**src/hdl/scbcd_pkg.sv**
```systemverilog
// ----------------------------------------------------------------------------
// scbcd_pkg: shared types and constants for the sample count to BCD core
// Holds the mixed-radix time digit type that moves along the cell chain.
// ----------------------------------------------------------------------------
package scbcd_pkg;

    localparam int unsigned DIGIT_W = 6;   // holds 0..59
    localparam int unsigned RADIX   = 60;

    typedef struct packed {
        logic [DIGIT_W-1:0] hr;
        logic [DIGIT_W-1:0] min;
        logic [DIGIT_W-1:0] sec;
    } hms_t;

endpackage

```
**src/hdl/sample_count_to_bcd_hms_core.sv**
```systemverilog
// ----------------------------------------------------------------------------
// sample_count_to_bcd_hms_core: sample count to BCD hh:mm:ss
// Divides a sample count by the configured sample rate and shows the whole
// elapsed seconds as three two-digit BCD fields, each modulo 60.
// ----------------------------------------------------------------------------
// The core accepts one sample count per clock while the output is not stalled
// and returns one result per count, in order: a chain of COUNT_BITS cells
// each resolves one quotient bit of count / sample_rate and keeps the
// running seconds as mixed-radix digits, then an output register converts
// them to BCD. A stalled result holds the whole chain. sample_rate resets to
// 44100; a rate of zero gives all-zero fields. Write sample_rate only while
// no transaction is in flight.
module sample_count_to_bcd_hms_core #(
    parameter int unsigned COUNT_BITS = 32,
    parameter int unsigned RATE_BITS  = 24
) (
    input  logic                  aclk,
    input  logic                  aresetn,
    input  logic                  cfg_valid,
    output logic                  cfg_ready,
    input  logic [RATE_BITS-1:0]  cfg_data,
    input  logic                  s_valid,
    output logic                  s_ready,
    input  logic [COUNT_BITS-1:0] s_sample_count,
    output logic                  m_valid,
    input  logic                  m_ready,
    output logic [6:0]            m_hours_bcd,
    output logic [6:0]            m_minutes_bcd,
    output logic [6:0]            m_seconds_bcd
);

    localparam logic [RATE_BITS-1:0] RATE_RESET = RATE_BITS'(44100);

    logic [RATE_BITS-1:0]  rate_reg;
    logic                  out_valid_reg;
    logic [6:0]            hours_reg, minutes_reg, seconds_reg;
    logic                  adv;

    logic                  ch_valid [COUNT_BITS+1];
    logic [RATE_BITS-1:0]  ch_rem   [COUNT_BITS+1];
    logic [COUNT_BITS-1:0] ch_cnt   [COUNT_BITS+1];
    scbcd_pkg::hms_t       ch_hms   [COUNT_BITS+1];

    // value 0..59 to two BCD digits; tens by reciprocal multiply
    function automatic logic [6:0] to_bcd2(input logic [scbcd_pkg::DIGIT_W-1:0] v);
        logic [9:0] prod;
        logic [2:0] tens;
        logic [6:0] tens_x10;
        logic [3:0] ones;
        prod     = 10'(v) * 10'd13;
        tens     = prod[9:7];
        tens_x10 = 7'(tens) * 7'd10;
        ones     = 4'(7'(v) - tens_x10);
        return {tens, ones};
    endfunction

    assign cfg_ready = 1'b1;
    assign adv       = !out_valid_reg || m_ready;
    assign s_ready   = adv;

    always_ff @(posedge aclk) begin
        if (!aresetn) begin
            rate_reg <= RATE_RESET;
        end else if (cfg_valid) begin
            rate_reg <= cfg_data;
        end
    end

    assign ch_valid[0] = s_valid;
    assign ch_rem[0]   = '0;
    assign ch_cnt[0]   = s_sample_count;
    assign ch_hms[0]   = '0;

    for (genvar i = 0; i < COUNT_BITS; i++) begin : g_cell
        scbcd_cell #(
            .COUNT_BITS (COUNT_BITS),
            .RATE_BITS  (RATE_BITS)
        ) u_cell (
            .aclk      (aclk),
            .aresetn   (aresetn),
            .adv       (adv),
            .divisor   (rate_reg),
            .in_valid  (ch_valid[i]),
            .in_rem    (ch_rem[i]),
            .in_cnt    (ch_cnt[i]),
            .in_hms    (ch_hms[i]),
            .out_valid (ch_valid[i+1]),
            .out_rem   (ch_rem[i+1]),
            .out_cnt   (ch_cnt[i+1]),
            .out_hms   (ch_hms[i+1])
        );
    end

    always_ff @(posedge aclk) begin
        if (!aresetn) begin
            out_valid_reg <= 1'b0;
        end else if (adv) begin
            out_valid_reg <= ch_valid[COUNT_BITS];
        end
    end

    always_ff @(posedge aclk) begin
        if (adv) begin
            hours_reg   <= to_bcd2(ch_hms[COUNT_BITS].hr);
            minutes_reg <= to_bcd2(ch_hms[COUNT_BITS].min);
            seconds_reg <= to_bcd2(ch_hms[COUNT_BITS].sec);
        end
    end

    assign m_valid       = out_valid_reg;
    assign m_hours_bcd   = hours_reg;
    assign m_minutes_bcd = minutes_reg;
    assign m_seconds_bcd = seconds_reg;

endmodule

```
**src/hdl/scbcd_cell.sv**
```systemverilog
// ----------------------------------------------------------------------------
// scbcd_cell: one stage of the divider chain
// Resolves one quotient bit by restoring division and folds it into a
// running hours/minutes/seconds value kept modulo 60 in each digit.
// ----------------------------------------------------------------------------
module scbcd_cell #(
    parameter int unsigned COUNT_BITS = 32,
    parameter int unsigned RATE_BITS  = 24
) (
    input  logic                  aclk,
    input  logic                  aresetn,
    input  logic                  adv,
    input  logic [RATE_BITS-1:0]  divisor,
    input  logic                  in_valid,
    input  logic [RATE_BITS-1:0]  in_rem,
    input  logic [COUNT_BITS-1:0] in_cnt,
    input  scbcd_pkg::hms_t       in_hms,
    output logic                  out_valid,
    output logic [RATE_BITS-1:0]  out_rem,
    output logic [COUNT_BITS-1:0] out_cnt,
    output scbcd_pkg::hms_t       out_hms
);

    localparam logic [scbcd_pkg::DIGIT_W:0] RADIX_W = (scbcd_pkg::DIGIT_W+1)'(scbcd_pkg::RADIX);

    logic                  valid_reg;
    logic [RATE_BITS-1:0]  rem_reg, rem_next;
    logic [COUNT_BITS-1:0] cnt_reg, cnt_next;
    scbcd_pkg::hms_t       hms_reg, hms_next;

    logic [RATE_BITS:0]          trial;
    logic [RATE_BITS:0]          trial_sub;
    logic                        qbit;
    logic [scbcd_pkg::DIGIT_W:0] sec2, min2, hr2;
    logic                        c_sec, c_min, c_hr;

    always_comb begin
        trial     = {in_rem, in_cnt[COUNT_BITS-1]};
        // a zero rate yields a zero quotient
        qbit      = (divisor != '0) && (trial >= {1'b0, divisor});
        trial_sub = trial - {1'b0, divisor};
        rem_next  = qbit ? trial_sub[RATE_BITS-1:0] : trial[RATE_BITS-1:0];
        cnt_next  = {in_cnt[COUNT_BITS-2:0], 1'b0};

        // double the elapsed seconds and add the new bit, digit by digit
        sec2  = {in_hms.sec, qbit};
        c_sec = (sec2 >= RADIX_W);
        min2  = {in_hms.min, c_sec};
        c_min = (min2 >= RADIX_W);
        hr2   = {in_hms.hr, c_min};
        c_hr  = (hr2 >= RADIX_W);

        hms_next.sec = c_sec ? scbcd_pkg::DIGIT_W'(sec2 - RADIX_W)
                             : sec2[scbcd_pkg::DIGIT_W-1:0];
        hms_next.min = c_min ? scbcd_pkg::DIGIT_W'(min2 - RADIX_W)
                             : min2[scbcd_pkg::DIGIT_W-1:0];
        // drop the carry out of hours: they wrap at 60
        hms_next.hr  = c_hr  ? scbcd_pkg::DIGIT_W'(hr2 - RADIX_W)
                             : hr2[scbcd_pkg::DIGIT_W-1:0];
    end

    always_ff @(posedge aclk) begin
        if (!aresetn) begin
            valid_reg <= 1'b0;
        end else if (adv) begin
            valid_reg <= in_valid;
        end
    end

    always_ff @(posedge aclk) begin
        if (adv) begin
            rem_reg <= rem_next;
            cnt_reg <= cnt_next;
            hms_reg <= hms_next;
        end
    end

    assign out_valid = valid_reg;
    assign out_rem   = rem_reg;
    assign out_cnt   = cnt_reg;
    assign out_hms   = hms_reg;

endmodule

```
**config.mk**
```make
export PLATFORM = sky130hd
export DESIGN_NAME = sample_count_to_bcd_hms_core
export DESIGN_NICKNAME = d
export VERILOG_FILES = /design/src/hdl/scbcd_pkg.sv /design/src/hdl/sample_count_to_bcd_hms_core.sv /design/src/hdl/scbcd_cell.sv
export SDC_FILE = /design/constraint.sdc
export NUM_CORES = 2
export LEC_CHECK = 0
export CORE_ASPECT_RATIO = 0.7
export CORE_UTILIZATION = 40
export DETAILED_ROUTE_END_ITERATION = 12
export DONT_BUFFER_PORTS = 1
export SETUP_SLACK_MARGIN = 0.3
export SLEW_MARGIN = 10
export SYNTH_ARGS = -nofsm -noshare
export SYNTH_HDL_FRONTEND = slang
export SYNTH_HIERARCHICAL = 1
export SYNTH_SLANG_ARGS = --single-unit
```
**constraint.sdc**
```tcl
create_clock -name aclk -period 111.4 [get_ports aclk]
set_clock_uncertainty 0.15 [all_clocks]
set_input_delay 0 -clock aclk [delete_from_list [all_inputs] [get_ports aclk]]
set_output_delay 0 -clock aclk [all_outputs]
set_load 0.01 [all_outputs]
```
* Word level (Yosys, flattened, before mapping)
Cells that the tools add are included.
Word-level totals: word-level logic and storage cells 625, register bits after elaboration 1894, input port bits 61
Operators by class: add/sub/neg operators 130, $mul 6, muxes and demuxes 127, reductions and logical operators 35, magnitude comparators 128
Operators by type and width (count):
- 25-bit by 24-bit >= comparator with 1-bit output | 31
- 24-bit two-way mux | 30
- 24-bit subtractor | 30
- 7-bit by 6-bit >= comparator with 1-bit output (second input constant) | 93
- 6-bit two-way mux | 93
- 6-bit subtractor (second input constant) | 93
- 1-bit logical AND | 32
- 6-bit by 4-bit multiplier with 10-bit output (second input constant) | 3
- 1-bit by 24-bit >= comparator with 1-bit output | 1
- 24-bit nonzero test | 1
- 1-bit by 24-bit subtractor with 24-bit output | 1
- 1-bit by 6-bit >= comparator with 1-bit output (second input constant) | 3
- 1-bit by 6-bit subtractor with 6-bit output (second input constant) | 3
- 4-bit subtractor | 3
- 3-bit by 3-bit multiplier with 3-bit output (second input constant) | 3
- 1-bit two-way mux | 4
- 1-bit logical NOT | 1
- 1-bit logical OR | 1

* Longest topological paths before layout
depth after elaboration 6, gate-level depth with buffers 13

* By module
The synthesis kept the hierarchy.
Modules (own cells, without submodules):
- scbcd_cell at g_cell[13].u_cell ... | times used 23, area each 4254.1 um^2, cells an instance 381
- scbcd_cell at g_cell[0].u_cell ... | times used 8, area each 4207.8 um^2, cells an instance 353
- scbcd_cell at g_cell[6].u_cell | times used 1, area each 4156.5 um^2, cells an instance 350
- sample_count_to_bcd_hms_core | times used 1, area each 2901.5 um^2, cells an instance 259

* Worst setup path after synthesis
Ideal clock, no wire load.
kind input-to-reg, start point input m_ready, end point register out_valid_reg, in the netlist m_valid, arrival time 61285 ps, stages on the path 2, library setup time 2428 ps, slack 47537 ps, data required time 108822 ps, cell sequence nand2b_1 > a21boi_0
Between the ends: word-level cells in the longest chain between the ends 1
Ends and longest elaborated chain:
- start, declared | line sample_count_to_bcd_hms_core.sv:26 | input logic m_ready,
- 1-bit logical OR | line sample_count_to_bcd_hms_core.sv:58 | assign adv = !out_valid_reg || m_ready;
- end signal, assigned | line sample_count_to_bcd_hms_core.sv:98 | out_valid_reg <= ch_valid[COUNT_BITS];
- end, declared | line sample_count_to_bcd_hms_core.sv:35 | logic out_valid_reg;
Every way passes these cells. A chain may end at the register's enable or synchronous reset.

* Final worst setup path
start point register out_valid_reg, in the netlist m_valid, end point register g_cell[11].u_cell.hms_reg (netlist bit g_cell[11].u_cell/out_hms[10]) (enable)
Between the ends: word-level cells in the longest chain between the ends 2
Ends and longest elaborated chain:
- 1-bit logical NOT | line sample_count_to_bcd_hms_core.sv:58
- 1-bit logical OR | line sample_count_to_bcd_hms_core.sv:58
- end signal, assigned | line scbcd_cell.sv:74 | hms_reg <= hms_next;
- end, declared | line scbcd_cell.sv:29 | scbcd_pkg::hms_t hms_reg, hms_next;
Every way passes these cells.

==> reports/results.tsv <==
metric	value	unit
status	finished clean	
Finished Core Util	44.91	%
die width	661.0	um
RSZ-0062 raised after global routing	no	
vias	91030	
clk sinks	1894	
CTS Buffer Depth	4	
Max Slew Vio Count	0	
max reg flops	744	
period utilization	4.879	%
Post-Route WL	318.4	mm
slew margin rel.	20.78	%
Data required, critical path	111.74	ns
Worst Path Max Fanout	74	
Routed wire per std cell	19.94	um
Setup WS post-layout	105.97	ns
num ports	85	
Worst-path clk slew	0.06	ns
cts bufs inserted	204	
initial core utilization	40.43	%
leading cell types in the layout, fill and taps excluded	edfxtp_1 (1837), inv_1 (1049), nand2_1 (1042)	
VDD IR max	0.00001493	V
Final min period	5.435	ns
max-capacitance violation count	0	
Tot GR Track Use	20.13	%
RD Place Congestion	0.8896	
critical path class	reg -> reg	
growth of design area from synthesis to finish	11.10	%
WP data arrival	5.78	ns
Root Driver	clkbuf_16	
largest net degree at the start of global routing	177	
Placement Rows	168	
core area	300800	um2
CTS H-Tree Depth	4	
Worst-Skew Late Latency	0.91	ns
Fin Setup TNS	0	ns
drt first pass iters	8	
share of layout cells above drive strength 1	9.825	%
hold crit path type	in -> reg	
Mapped Cells	11450	
dpl cell area	126700	um2
Final Cell Area	135100	um2
post-DR vias/cell	5.701	
initial antenna violation count	9	
cell leakage power	53.76	nW
Hold Vio Cnt, Final	0	
f_max	184.0	MHz
commonest non-fill, non-tap cell in the layout	edfxtp_1	
Least-Margin Pin Slew	1.188	ns
DIE AREA	306200	um2
Worst setup EP type	flop	
Final setup viols	0	
CTS tree	built	
pre-CTS setup slack	105.90	ns
Die Y	463.3	um
I/O Buffers	0	
CP Launch Type	flop	
mean post-synth cell area	10.62	um2
Routed Antenna Nets	0	
Syn Std Cell Area	121600	um2
DRC Markers	0	
dpl hpwl	226.3	mm
first-pass GRT wire length	492.3	mm
nets@finish	12810	
post-CTS sizing	0	
Synth Warn #	6	
power per cell area	33.28	nW/um2
global route overflow	0	
Initial DRC Count	7991	
number of global-route vias before repair	86670	
Fill cells	27430	
critical path, cell delays in order, from the launching register on:
cell	delay (ns)
dfxtp_1	0.36
nand2b_4	0.65
buf_4	0.78
buf_4	0.72
buf_4	0.70
buf_4	0.63
buf_4	0.82
what timing repair did:
item,4_1_cts,5_1_grt
setup buffers,0,0
hold buffers,146,0
hold endpoints to repair,133,0
report_power, final:
group          internal, mW  switching (mW)
combinational         0.981            1.33
clock                 0.406           0.301
sequential             1.24           0.240
final timing paths:
path	depth (start not counted)	from	end	slack (ns)
worst max-delay path	6	m_valid	g_cell[11].u_cell/out_hms[10]	105.97
worst min-delay path	4	s_sample_count[31]	g_cell[0].u_cell/out_rem[0]	0.07
worst max register to register	6	m_valid	g_cell[11].u_cell/out_hms[10]	105.97
worst min register to register	0	g_cell[19].u_cell/out_cnt[21]	g_cell[20].u_cell/out_cnt[22]	0.25
per-layer routing:
layer / part of all wire (%) / GRT usage (%)
met4: 2.6 / 5.364
met1: 48 / 29.47
met3: 6.2 / 3.051
met2: 44 / 30.87
met5: 0.013 / 0
final cells by class:
type / count / area [um2] / area share [%]
diodes: 4 / 10.01 / 0.007409
clock buffers: 227 / 5308 / 3.929
clock inverters: 145 / 1550 / 1.148
inverters: 1049 / 3938 / 2.915
multi-input cells: 8409 / 60590 / 44.85
flip-flops and latches: 1894 / 56390 / 41.74
well taps: 3995 / 4999 / 3.700
repair buffers: 246 / 2307 / 1.708
metrics by stage:
| stage | hold slack, ns | std cells | power [mW] |
|---|---|---|---|
| floorplan | -0.05113 | 11580 | 3.195 |
| global placement | -0.08242 | 15450 | 3.677 |
| detailed placement | -0.07839 | 15450 | 3.751 |
| CTS | 0.0007073 | 15970 | 4.489 |
| global route | 0.06984 | 15970 | 4.832 |
| finish | 0.07412 | 15970 | 4.496 |
Power figures use the tool's default switching activity.
